===== src/hdl/scb_pkg.sv =====
// Package for the source comment blanker: byte codes, mode codes and the
// record types shared by the step logic, the result buffer and the top level.
// No dependencies.
package scb_pkg;

    localparam logic [7:0] CH_SLASH  = 8'h2F;
    localparam logic [7:0] CH_STAR   = 8'h2A;
    localparam logic [7:0] CH_DQUOTE = 8'h22;
    localparam logic [7:0] CH_SQUOTE = 8'h27;
    localparam logic [7:0] CH_BSLASH = 8'h5C;
    localparam logic [7:0] CH_NL     = 8'h0A;
    localparam logic [7:0] CH_SPACE  = 8'h20;

    localparam logic [1:0] MODE_CODE  = 2'd0;
    localparam logic [1:0] MODE_LINE  = 2'd1;
    localparam logic [1:0] MODE_BLOCK = 2'd2;
    localparam logic [1:0] MODE_LIT   = 2'd3;

    typedef struct packed {
        logic [7:0] out_char;
        logic       run_last;
        logic       text_end;
    } t_res;

    typedef struct packed {
        logic [1:0] mode;
        logic       held;
        logic [1:0] cnt;
        t_res       res0;
        t_res       res1;
    } t_step;

endpackage


===== src/hdl/scb_step.sv =====
// Combinational step of the comment blanker: next mode, hold flag and up to
// two result bytes for one source byte.
// Depends on scb_pkg.
module scb_step
    import scb_pkg::*;
(
    input  logic [1:0] i_mode,
    input  logic       i_held,
    input  logic [7:0] i_char,
    input  logic       i_last,
    output t_step      o_step
);

    logic [1:0] m;
    logic       h;
    logic       paired;
    logic [1:0] cnt;
    logic [7:0] e0;
    logic [7:0] e1;
    logic       is_quote;
    logic       f_emit;
    logic [7:0] f_char;

    assign is_quote = (i_char == CH_DQUOTE) || (i_char == CH_SQUOTE);

    always_comb begin
        m      = i_mode;
        h      = i_held;
        paired = 1'b0;
        cnt    = 2'd0;
        e0     = CH_SPACE;
        e1     = CH_SPACE;
        f_emit = 1'b0;
        f_char = CH_SPACE;

        if (h) begin
            if (m == MODE_CODE && (i_char == CH_SLASH || i_char == CH_STAR)) begin
                paired = 1'b1;
                m      = (i_char == CH_SLASH) ? MODE_LINE : MODE_BLOCK;
            end else if (m == MODE_BLOCK && i_char == CH_SLASH) begin
                paired = 1'b1;
                m      = MODE_CODE;
            end else if (m == MODE_LIT && is_quote) begin
                paired = 1'b1;
            end
            if (paired) begin
                cnt = 2'd2;
            end else if (m == MODE_CODE) begin
                e0  = CH_SLASH;
                cnt = 2'd1;
            end else if (m != MODE_LINE) begin
                cnt = 2'd1;
            end
            h = 1'b0;
        end

        if (!paired) begin
            case (m)
                MODE_CODE: begin
                    if (i_char == CH_SLASH) begin
                        h = 1'b1;
                    end else if (is_quote) begin
                        f_emit = 1'b1;
                        m      = MODE_LIT;
                    end else begin
                        f_emit = 1'b1;
                        f_char = i_char;
                    end
                end
                MODE_LINE: begin
                    f_emit = 1'b1;
                    if (i_char == CH_NL) begin
                        f_char = CH_NL;
                        m      = MODE_CODE;
                    end
                end
                MODE_BLOCK: begin
                    if (i_char == CH_STAR) begin
                        h = 1'b1;
                    end else begin
                        f_emit = 1'b1;
                        f_char = (i_char == CH_NL) ? CH_NL : CH_SPACE;
                    end
                end
                default: begin
                    if (i_char == CH_BSLASH) begin
                        h = 1'b1;
                    end else if (is_quote) begin
                        f_emit = 1'b1;
                        m      = MODE_CODE;
                    end else if (i_char == CH_NL) begin
                        f_emit = 1'b1;
                        f_char = CH_NL;
                        m      = MODE_CODE;
                    end else begin
                        f_emit = 1'b1;
                    end
                end
            endcase
            if (f_emit) begin
                if (cnt == 2'd0) begin
                    e0 = f_char;
                end else begin
                    e1 = f_char;
                end
                cnt = cnt + 2'd1;
            end
        end

        if (i_last) begin
            if (h && m != MODE_LINE) begin
                if (cnt == 2'd0) begin
                    e0 = (m == MODE_CODE) ? CH_SLASH : CH_SPACE;
                end else begin
                    e1 = (m == MODE_CODE) ? CH_SLASH : CH_SPACE;
                end
                cnt = cnt + 2'd1;
            end
            m = MODE_CODE;
            h = 1'b0;
        end

        o_step.mode          = m;
        o_step.held          = h;
        o_step.cnt           = cnt;
        o_step.res0.out_char = e0;
        o_step.res0.run_last = (cnt == 2'd1);
        o_step.res0.text_end = (cnt == 2'd1) && i_last;
        o_step.res1.out_char = e1;
        o_step.res1.run_last = 1'b1;
        o_step.res1.text_end = i_last;
    end

endmodule


===== src/hdl/scb_out_buf.sv =====
// Two-entry result buffer of the comment blanker: takes zero to two results
// per cycle and presents them one per transfer on the master side.
// Depends on scb_pkg.
module scb_out_buf
    import scb_pkg::*;
(
    input  logic       i_clk,
    input  logic       i_rst_n,
    input  logic [1:0] i_push_cnt,
    input  t_res       i_res0,
    input  t_res       i_res1,
    input  logic       i_tready,
    output logic       o_tvalid,
    output t_res       o_res,
    output logic [1:0] o_space
);

    logic [1:0] r_cnt;
    logic [1:0] n_cnt;
    t_res       r_slot0;
    t_res       r_slot1;
    t_res       n_slot0;
    t_res       n_slot1;
    logic       pop;
    logic [1:0] kept_cnt;
    t_res       kept0;

    assign o_tvalid = (r_cnt != 2'd0);
    assign o_res    = r_slot0;
    assign o_space  = 2'd2 - kept_cnt;
    assign pop      = o_tvalid && i_tready;

    always_comb begin
        kept_cnt = r_cnt - {1'b0, pop};
        kept0    = pop ? r_slot1 : r_slot0;
        n_slot0  = (kept_cnt != 2'd0) ? kept0 : i_res0;
        case (kept_cnt)
            2'd0:    n_slot1 = i_res1;
            2'd1:    n_slot1 = i_res0;
            default: n_slot1 = r_slot1;
        endcase
        n_cnt = kept_cnt + i_push_cnt;
    end

    always_ff @(posedge i_clk) begin
        if (!i_rst_n) begin
            r_cnt <= 2'd0;
        end else begin
            r_cnt <= n_cnt;
        end
        r_slot0 <= n_slot0;
        r_slot1 <= n_slot1;
    end

endmodule


===== src/hdl/source_comment_blanker.sv =====
// Top level of the source comment blanker: input register, mode and hold
// state, step logic and result buffer.
// Depends on scb_pkg, scb_step and scb_out_buf.
//
//  channel  | dir | tdata          | tuser         | tlast
//  ---------+-----+----------------+---------------+---------
//  s_axis   | in  | [7:0] in_char  | -             | in_last
//  m_axis   | out | [7:0] out_char | [0] run_last  | text_end
//
// One source byte per cycle while the result buffer has room. A byte with
// two results waits in the input register until both fit in the two-entry
// result buffer. Synchronous active-low reset returns to code mode with no
// byte held. Stalls on the master side fill the buffer and then hold the
// input register; the slave side keeps taking bytes until then.
module source_comment_blanker
    import scb_pkg::*;
(
    input  logic       i_clk,
    input  logic       i_rst_n,
    input  logic       s_axis_tvalid,
    output logic       s_axis_tready,
    input  logic [7:0] s_axis_tdata,   // [7:0] in_char
    input  logic       s_axis_tlast,
    output logic       m_axis_tvalid,
    input  logic       m_axis_tready,
    output logic [7:0] m_axis_tdata,   // [7:0] out_char
    output logic [0:0] m_axis_tuser,   // [0] run_last
    output logic       m_axis_tlast
);

    logic       r_in_valid;
    logic [7:0] r_in_char;
    logic       r_in_last;
    logic [1:0] r_mode;
    logic       r_held;
    t_step      step;
    logic [1:0] space;
    logic       fire;
    t_res       res;

    scb_step u_step (
        .i_mode (r_mode),
        .i_held (r_held),
        .i_char (r_in_char),
        .i_last (r_in_last),
        .o_step (step)
    );

    assign fire          = r_in_valid && (step.cnt <= space);
    assign s_axis_tready = !r_in_valid || fire;

    always_ff @(posedge i_clk) begin
        if (!i_rst_n) begin
            r_in_valid <= 1'b0;
            r_mode     <= MODE_CODE;
            r_held     <= 1'b0;
        end else begin
            if (s_axis_tready) begin
                r_in_valid <= s_axis_tvalid;
            end
            if (fire) begin
                r_mode <= step.mode;
                r_held <= step.held;
            end
        end
        if (s_axis_tready && s_axis_tvalid) begin
            r_in_char <= s_axis_tdata;
            r_in_last <= s_axis_tlast;
        end
    end

    scb_out_buf u_out_buf (
        .i_clk      (i_clk),
        .i_rst_n    (i_rst_n),
        .i_push_cnt (fire ? step.cnt : 2'd0),
        .i_res0     (step.res0),
        .i_res1     (step.res1),
        .i_tready   (m_axis_tready),
        .o_tvalid   (m_axis_tvalid),
        .o_res      (res),
        .o_space    (space)
    );

    assign m_axis_tdata    = res.out_char;
    assign m_axis_tuser[0] = res.run_last;
    assign m_axis_tlast    = res.text_end;

endmodule

===== config.mk =====
export PLATFORM = sky130hd
export DESIGN_NAME = source_comment_blanker
export DESIGN_NICKNAME = d
export VERILOG_FILES = /design/src/hdl/scb_pkg.sv /design/src/hdl/scb_step.sv /design/src/hdl/scb_out_buf.sv /design/src/hdl/source_comment_blanker.sv
export SDC_FILE = /design/constraint.sdc
export NUM_CORES = 1
export LEC_CHECK = 0
export BUFFER_PORTS_ARGS = -buffer_cell sky130_fd_sc_hd__buf_2
export CAP_MARGIN = 20
export CORE_UTILIZATION = 50
export DETAILED_ROUTE_END_ITERATION = 8
export GPL_ROUTABILITY_DRIVEN = 0
export GPL_TIMING_DRIVEN = 1
export PLACE_DENSITY = 0.77
export SLEW_MARGIN = 20
export SYNTH_ARGS = -nofsm -noshare
export SYNTH_HDL_FRONTEND = slang
export SYNTH_SLANG_ARGS = --single-unit

===== constraint.sdc =====
create_clock -name i_clk -period 13.6 [get_ports i_clk]
set_clock_uncertainty 0.1 [all_clocks]
set_input_delay 0.68 -clock i_clk [delete_from_list [all_inputs] [get_ports i_clk]]
set_output_delay 0.68 -clock i_clk [all_outputs]
set_load 0.1 [all_outputs]

# Word-level counts from Yosys, hierarchy flattened
# Index checks and enable logic that the tools add are counted.
dict set report word_totals {
  reg_bits 35
  inputBits 13
  output_inout_bits 12
}
dict set report op_classes {
  addsub 5
  order_cmp 1
  eq_ne 15
  muxes 64
  n_reduce_logical 22
}
# op n
set op_table {}
lappend op_table {{$mux 8} 17}
lappend op_table {{$mux 2} 20}
lappend op_table {{$eq 8x6->1 const B} 4}
lappend op_table {{$pmux 8 s3} 1}
lappend op_table {{$mux 10} 2}
lappend op_table {{$pmux 10 s2} 1}
lappend op_table {{$mux 6} 3}
lappend op_table {{$mux 1} 15}
lappend op_table {{$logic_not 2->1} 7}
lappend op_table {{$eq 8x4->1 const B} 1}
lappend op_table {{$eq 8x7->1 const B} 1}
lappend op_table {{$logic_and 1x1->1} 8}
lappend op_table {{$mux 4} 2}
lappend op_table {{$eq 2x1->1 const B} 3}
lappend op_table {{$eq 2x2->1 const B} 3}
lappend op_table {{$ne 2x1->1 const B} 3}
lappend op_table {{$pmux 1 s3} 2}
lappend op_table {{$pmux 2 s3} 1}
lappend op_table {{$reduce_bool 2->1} 3}
lappend op_table {{$add 2x1->2 const B} 2}
lappend op_table {{$logic_or 1x1->1} 3}
lappend op_table {{$add 2x2->2} 1}
lappend op_table {{$le 2x2->1} 1}
lappend op_table {{$sub 2x1->2} 1}
lappend op_table {{2 further kinds} 2}

# Logic depth before layout (Yosys ltp)
dict set report depth {
  word_depth 20
  ltp_mapped 21
  mapped_depth_nobuf 20
}

# Cells and area by module
# Synthesis repeated with hierarchy kept, for this count alone.
dict set report hier_totals {
  cells_unflattened 240
  hier_area_um2 2561.2
}
# mod n_inst cells_each area_each_um2 seq_area_each_um2
set by_module_without_submodules {}
lappend by_module_without_submodules {scb_out_buf 1 63 1037.2 640.6}
lappend by_module_without_submodules {scb_step 1 140 1001.0 0.0}
lappend by_module_without_submodules {source_comment_blanker 1 37 523.0 350.3}

# Least setup slack after synthesis
# Ideal clock, no wire load.
dict set report synth_path {
  kind {register to register}
  start {register r_in_char[4]}
  end {register r_in_char[0], enable pin}
  setup_time_ns 0.339
  arrival_time_ns 6.182
  required_ns 13.161
  setup_slack_ns 6.979
  path_stages_with_launch 17
  synth_period_minus_slack_ns 6.621
  cell_sequence {edfxtp_1 -> or4b_4 -> buf_6 -> nor4_4 -> a211oi_2 -> or3_1 -> buf_2 -> mux2i_1 -> ha_1 -> nand2_1 -> nor4_1 -> a211o_1 -> ha_1 -> and2b_2 -> a31o_2 -> o21ai_0 -> and2_1}
}
dict set report synth_via {
  elab_chain_cells 20
  elab_cells_between_ends 59
}
# item line_no
set synth_lines {}
lappend synth_lines {{start: declaration} source_comment_blanker.sv:32} ;# logic [7:0] r_in_char;
lappend synth_lines {{start signal: assignment} source_comment_blanker.sv:67} ;# r_in_char <= s_axis_tdata;
lappend synth_lines {{$eq 8x6->1, on equally long branches} --}
lappend synth_lines {{$logic_and 1x1->1 or $logic_or 1x1->1 (tied branches)} {scb_step.sv:40, scb_step.sv:37}}
lappend synth_lines {{$mux 2 or $logic_and 1x1->1 (tied branches)} {scb_step.sv:40, scb_step.sv:37}}
lappend synth_lines {{$mux 2} scb_step.sv:37} ;# if (m == MODE_CODE && (i_char == CH_SLASH || i_char == CH_STAR)) begin
lappend synth_lines {{$mux 2} scb_step.sv:36} ;# if (h) begin
lappend synth_lines {{$ne 2x1->1} scb_step.sv:51} ;# end else if (m != MODE_LINE) begin
lappend synth_lines {{$mux 1} scb_step.sv:51}
lappend synth_lines {{$mux 2} scb_step.sv:48} ;# end else if (m == MODE_CODE) begin
lappend synth_lines {{[5 not listed]} --}
lappend synth_lines {{$add 2x1->2} scb_step.sv:117} ;# cnt = cnt + 2'd1;
lappend synth_lines {{$mux 2} scb_step.sv:111} ;# if (h && m != MODE_LINE) begin
lappend synth_lines {{$mux 2 (*)} scb_step.sv:110} ;# if (i_last) begin
lappend synth_lines {{$le 2x2->1 (*)} source_comment_blanker.sv:49} ;# assign fire = r_in_valid && (step.cnt <= space);
lappend synth_lines {{$logic_and 1x1->1 (*)} source_comment_blanker.sv:49}
lappend synth_lines {{$logic_or 1x1->1 (*)} source_comment_blanker.sv:50} ;# assign s_axis_tready = !r_in_valid || fire;
lappend synth_lines {{named net s_axis_tready} source_comment_blanker.sv:21} ;# output logic s_axis_tready,
lappend synth_lines {{$logic_and 1x1->1 (*)} source_comment_blanker.sv:66} ;# if (s_axis_tready && s_axis_tvalid) begin
# Mark *: on every way through the listed nets, which the timed path passes. The rest lies on a longest branch. The select of a mux whose other input is x is not followed.
# A chain may end at the register's enable or synchronous reset.

# Worst setup path after layout
dict set report layout_path {
  start {register r_in_char[4]}
  end {output s_axis_tready}
}
dict set report layout_via {
  elab_chain_cells 19
  elab_cells_between_ends 58
}
# item line_no
set layout_lines {}
lappend layout_lines {{$eq 8x6->1, on equally long branches} --}
lappend layout_lines {{$logic_and 1x1->1 or $logic_or 1x1->1 (tied branches)} {scb_step.sv:40, scb_step.sv:37}}
lappend layout_lines {{$mux 2 or $logic_and 1x1->1 (tied branches)} {scb_step.sv:40, scb_step.sv:37}}
lappend layout_lines {{$mux 2} scb_step.sv:37}
lappend layout_lines {{$mux 2} scb_step.sv:36}
lappend layout_lines {{$ne 2x1->1} scb_step.sv:51}
lappend layout_lines {{$mux 1} scb_step.sv:51}
lappend layout_lines {{$mux 2} scb_step.sv:48}
lappend layout_lines {{[3 not listed]} --}
lappend layout_lines {{$mux 2} scb_step.sv:100} ;# if (f_emit) begin
lappend layout_lines {{$mux 2} scb_step.sv:57} ;# if (!paired) begin
lappend layout_lines {{$add 2x1->2} scb_step.sv:117}
lappend layout_lines {{$mux 2} scb_step.sv:111}
lappend layout_lines {{$mux 2 (*)} scb_step.sv:110}
lappend layout_lines {{$le 2x2->1 (*)} source_comment_blanker.sv:49}
lappend layout_lines {{$logic_and 1x1->1 (*)} source_comment_blanker.sv:49}
lappend layout_lines {{$logic_or 1x1->1 (*)} source_comment_blanker.sv:50}
lappend layout_lines {{end: declaration} source_comment_blanker.sv:21}
# Mark *: on every way between the ends. The rest lies on a longest branch, timed or not. The select of a mux whose other input is x is not followed.

==> impl_metrics.csv <==
group,metric,value,unit
outcome,status,"finished, final reports clean",
pwr,p_per_area,259,nW/um^2
clocking,cts_htree_levels,2,
logic_synthesis,yosysWarningCount,0,
placed_design,dpl.hpwl,3300,um
logic_synthesis,synth.distinct_cells,61,
worst_setup_path,crit_path_max_fanout,9,
logic_synthesis,synth_nets,255,
worst_setup_path,cp.arrival,4.73,ns
worst_setup_path,worstSetupPathType,"flop to primary output",
global_route,antenna_found_initial,0,
cells_and_area,drive_above_1_share,0.220,
logic_synthesis,synth_area,2320,um^2
clocking,clkTransAtPathRegs,0.07,ns
logic_synthesis,synth-simple-area-share,0.227,
floorplan,core,4410,um^2
route,drtIter0Drc,112,
worst_setup_path,critPathSlowestCell,"or4b_4",
logic_synthesis,synth_ff_type,"edfxtp_1",
clocking,root_buffer,"clkbuf_8",
logic_synthesis,synth_xor_area_frac,0.0151,
clocking,insertion_delay,0.29,ns
cells_and_area,finish.net_count,273,
sta,fin_crit,5.51,ns
logic_synthesis,seq_area_frac_synth,0.428,
route,drc_errors,0,
worst_setup_path,start_kind,"flop",
sta,fin_setup_tns,0,ns
logic_synthesis,synth_top_family_by_area,"simple AND/OR/NAND/NOR gates",
logic_synthesis,ys_ff_latch,35,
worst_setup_path,reg2reg_from,"r_in_char[4]",
logic_synthesis,synth_fa_ha_area_frac,0.0378,
min_path,min_from,"u_out_buf.r_slot1[1]",
cells_and_area,fillers,386,
route,antenna_left,0,
flow_run,maxCapViolations,0,
worst_setup_path,critical_path.max_stage_delay,0.64,ns
worst_setup_path,worstRegToRegCells,19,
floorplan,ios,25,
sta,drv_slew,0,
logic_synthesis,synth_enable_flop_cells,29,
sta,rsz0062_at_grt,"false",
clocking,cts_hold_buffers,0,
min_path,hp-class,"flop to flop",
clocking,cts_tree,"built",
clocking,cts_resized,0,
logic_synthesis,syn-mean-instance-area,9.86,um^2
route,routed_wl,4470,um
global_route,grt_pass1_vias,1677,
pwr,vdd_drop_max,0.0000944,V
worst_setup_path,crit_required,12.82,ns
logic_synthesis,netlist_instances,235,
worst_setup_path,cp_common_cell,"ha_1",
route,dr.pass1.iters,4,
clocking,postCtsSetupBuffers,0,
worst_setup_path,path_cells,"or4b_4, or2_4, a211oi_2, or3_1, mux2i_1, ha_1, nand2_1, nor4_1, a211o_1, ha_1, and2b_2, a31o_2, o21ai_0, buf_2",
worst_setup_path,rrSetupSlack,8.54,ns
sta,fin_crit_sh,0.405,
sta,fmax,0.181,GHz
clocking,numCtsBuffers,5,
sta,slew_headroom,0.372,
route,vias_per_cell,6.17,
global_route,grt_pass1_wl,7450,um
min_path,min_to,"u_out_buf.o_res[1]",
clocking,cts_max_path_buffers,2,
floorplan,die_area,4910,um^2
logic_synthesis,synth_mux_area_frac,0.00864,
pwr,p_leak,0.997,nW
sta,worstMarginPinSlew,0.919,ns
global_route,track_usage,0.193,
logic_synthesis,async_flop_share,0,
logic_synthesis,synth-compound-area-share,0.212,
sta,setup_viol,0,
min_path,hold_path_depth,2,
route,vias,1887,
floorplan,rows,24,
worst_setup_path,cp-end-kind,"primary output",
placed_design,place_inst,298,
cells_and_area,fin_cells,306,
cells_and_area,num_antenna_cells,0,
global_route,overflow,0,
route,routedWlPerCell,14.6,um
floorplan,die_x,70.1,um
global_route,grt_max_degree,18,
placed_design,port_buffers,24,
floorplan,start_util,0.525,
floorplan,die_h,70.1,um
cells_and_area,area_growth,8.70,%
worst_setup_path,reg2reg_to,"u_out_buf.r_cnt[1]",
clocking,cts_sinks,35,
sta,hold_violations,0,
layer usage:
| metal | GRT usage | share of wire | up-vias |
|---|---|---|---|
| met5 | 0 | 0 | - |
| met4 | 0.0889 | 0.022 | 0 |
| met3 | 0.0390 | 0.068 | 10 |
| met2 | 0.318 | 0.48 | 79 |
| met1 | 0.244 | 0.43 | 870 |
| li1 | - | - | 928 |
layout by cell type, fill, tap and decap left out, drive strengths merged, types with 2 or more instances in the layout:
cell type | synthesis | final
bufinv | 0 | 2
or2 | 5 | 5
and3 | 2 | 2
nand2b | 2 | 2
edfxtp | 29 | 29
ha | 7 | 7
and2 | 11 | 11
a31oi | 6 | 6
inv | 12 | 12
or3 | 4 | 4
a21oi | 12 | 12
a32oi | 4 | 4
o22ai | 2 | 2
a22o | 3 | 3
a31o | 3 | 3
and2b | 2 | 2
dfxtp | 6 | 6
nand2 | 21 | 21
clkbuf | 7 | 5
buf | 6 | 24
nand3 | 7 | 7
o31ai | 2 | 2
a21o | 3 | 3
nand4 | 5 | 5
nor2 | 19 | 19
a21boi | 2 | 2
o41ai | 2 | 2
a2111oi | 3 | 3
xor2 | 3 | 3
o21ai | 12 | 12
nor3 | 5 | 5
mux2i | 2 | 2
a211o | 3 | 3
a211oi | 3 | 3
nor4 | 4 | 4
o21a | 2 | 2
or4 | 3 | 3
flip-flops by register name, summed over array words and instances (netlist names):
register and count:
r_held 1, r_in_char 8, u_out_buf.r_slot1 10, r_in_last 1, u_out_buf.o_res 10, r_in_valid 1, u_out_buf.r_cnt 2, r_mode 2
cell type report:
class	count	area, um^2	area share
Multi-Input combinational cell	175	1160	0.461
Sequential cell	35	991	0.394
Timing Repair Buffer	24	120	0.0477
Clock buffer	5	68.8	0.0273
Clock inverter	3	67.6	0.0268
Tap cell	52	65.1	0.0258
Inverter	12	45.0	0.0179
synthesized netlist by cell type (all sizes together) (6+ instances only):
cell / number / share of area
nand3: 7 / 0.015
inv: 12 / 0.019
nand2: 21 / 0.034
clkbuf: 7 / 0.029
a21oi: 12 / 0.026
and2: 11 / 0.031
o21ai: 12 / 0.026
buf: 6 / 0.023
edfxtp: 29 / 0.38
dfxtp: 6 / 0.052
a31oi: 6 / 0.016
ha: 7 / 0.038
nor2: 19 / 0.031
through the flow:
stage	cell area, um^2	worst slack, ns	util	hold WS [ns]	power [mW]
2_1_floorplan	2320	6.98	-	0.406	0.492
3_3_place_gp	2380	8.49	0.539	0.416	0.536
3_5_place_dp	2380	8.42	0.539	0.435	0.545
4_1_cts	2520	8.09	0.570	0.451	0.657
5_1_grt	2520	7.67	0.570	0.449	0.689
6_report	2520	8.09	0.570	0.446	0.653
report_power, final:
part | total [mW] | switching [mW] | internal [mW] | leakage (nW)
Sequential | 0.199 | 0.0139 | 0.185 | 0.336
Clock | 0.111 | 0.0382 | 0.0731 | 0.0644
Combinational | 0.343 | 0.261 | 0.0822 | 0.596
Total | 0.653 | 0.313 | 0.340 | 0.997
cells by family (layout without fill, tap and decap cells):
family | after synthesis | count (layout)
xor gates and xnor gates | 4 | 4
muxes | 2 | 2
adders and majority gates | 7 | 7
DFF | 35 | 35
buffers and inverters | 25 | 44
AOI/OAI and AO/OA | 68 | 68
and+or+nand+nor | 94 | 94
critical path: cells and delay by family, from the launching register on:
family / cells / cell delay (ns)
adders and majority gates: 2 / 0.58
DFF: 1 / 0.43
muxes: 1 / 0.24
and+or+nand+nor: 6 / 1.58
buffers and inverters: 1 / 0.49
AOI/OAI and AO/OA: 4 / 1.13
worst max path at each step:
stage,startpoint,endpoint,slack [ns]
floorplan,r_in_char[4],r_in_char[0],6.98
global placement,r_in_char[6],s_axis_tready,8.49
detailed placement,r_in_char[4],s_axis_tready,8.42
CTS,r_in_char[4],s_axis_tready,8.09
global route,r_in_char[4],s_axis_tready,7.67
finish,r_in_char[4],s_axis_tready,8.09
Note: power is estimated with default switching activity, not from simulation.
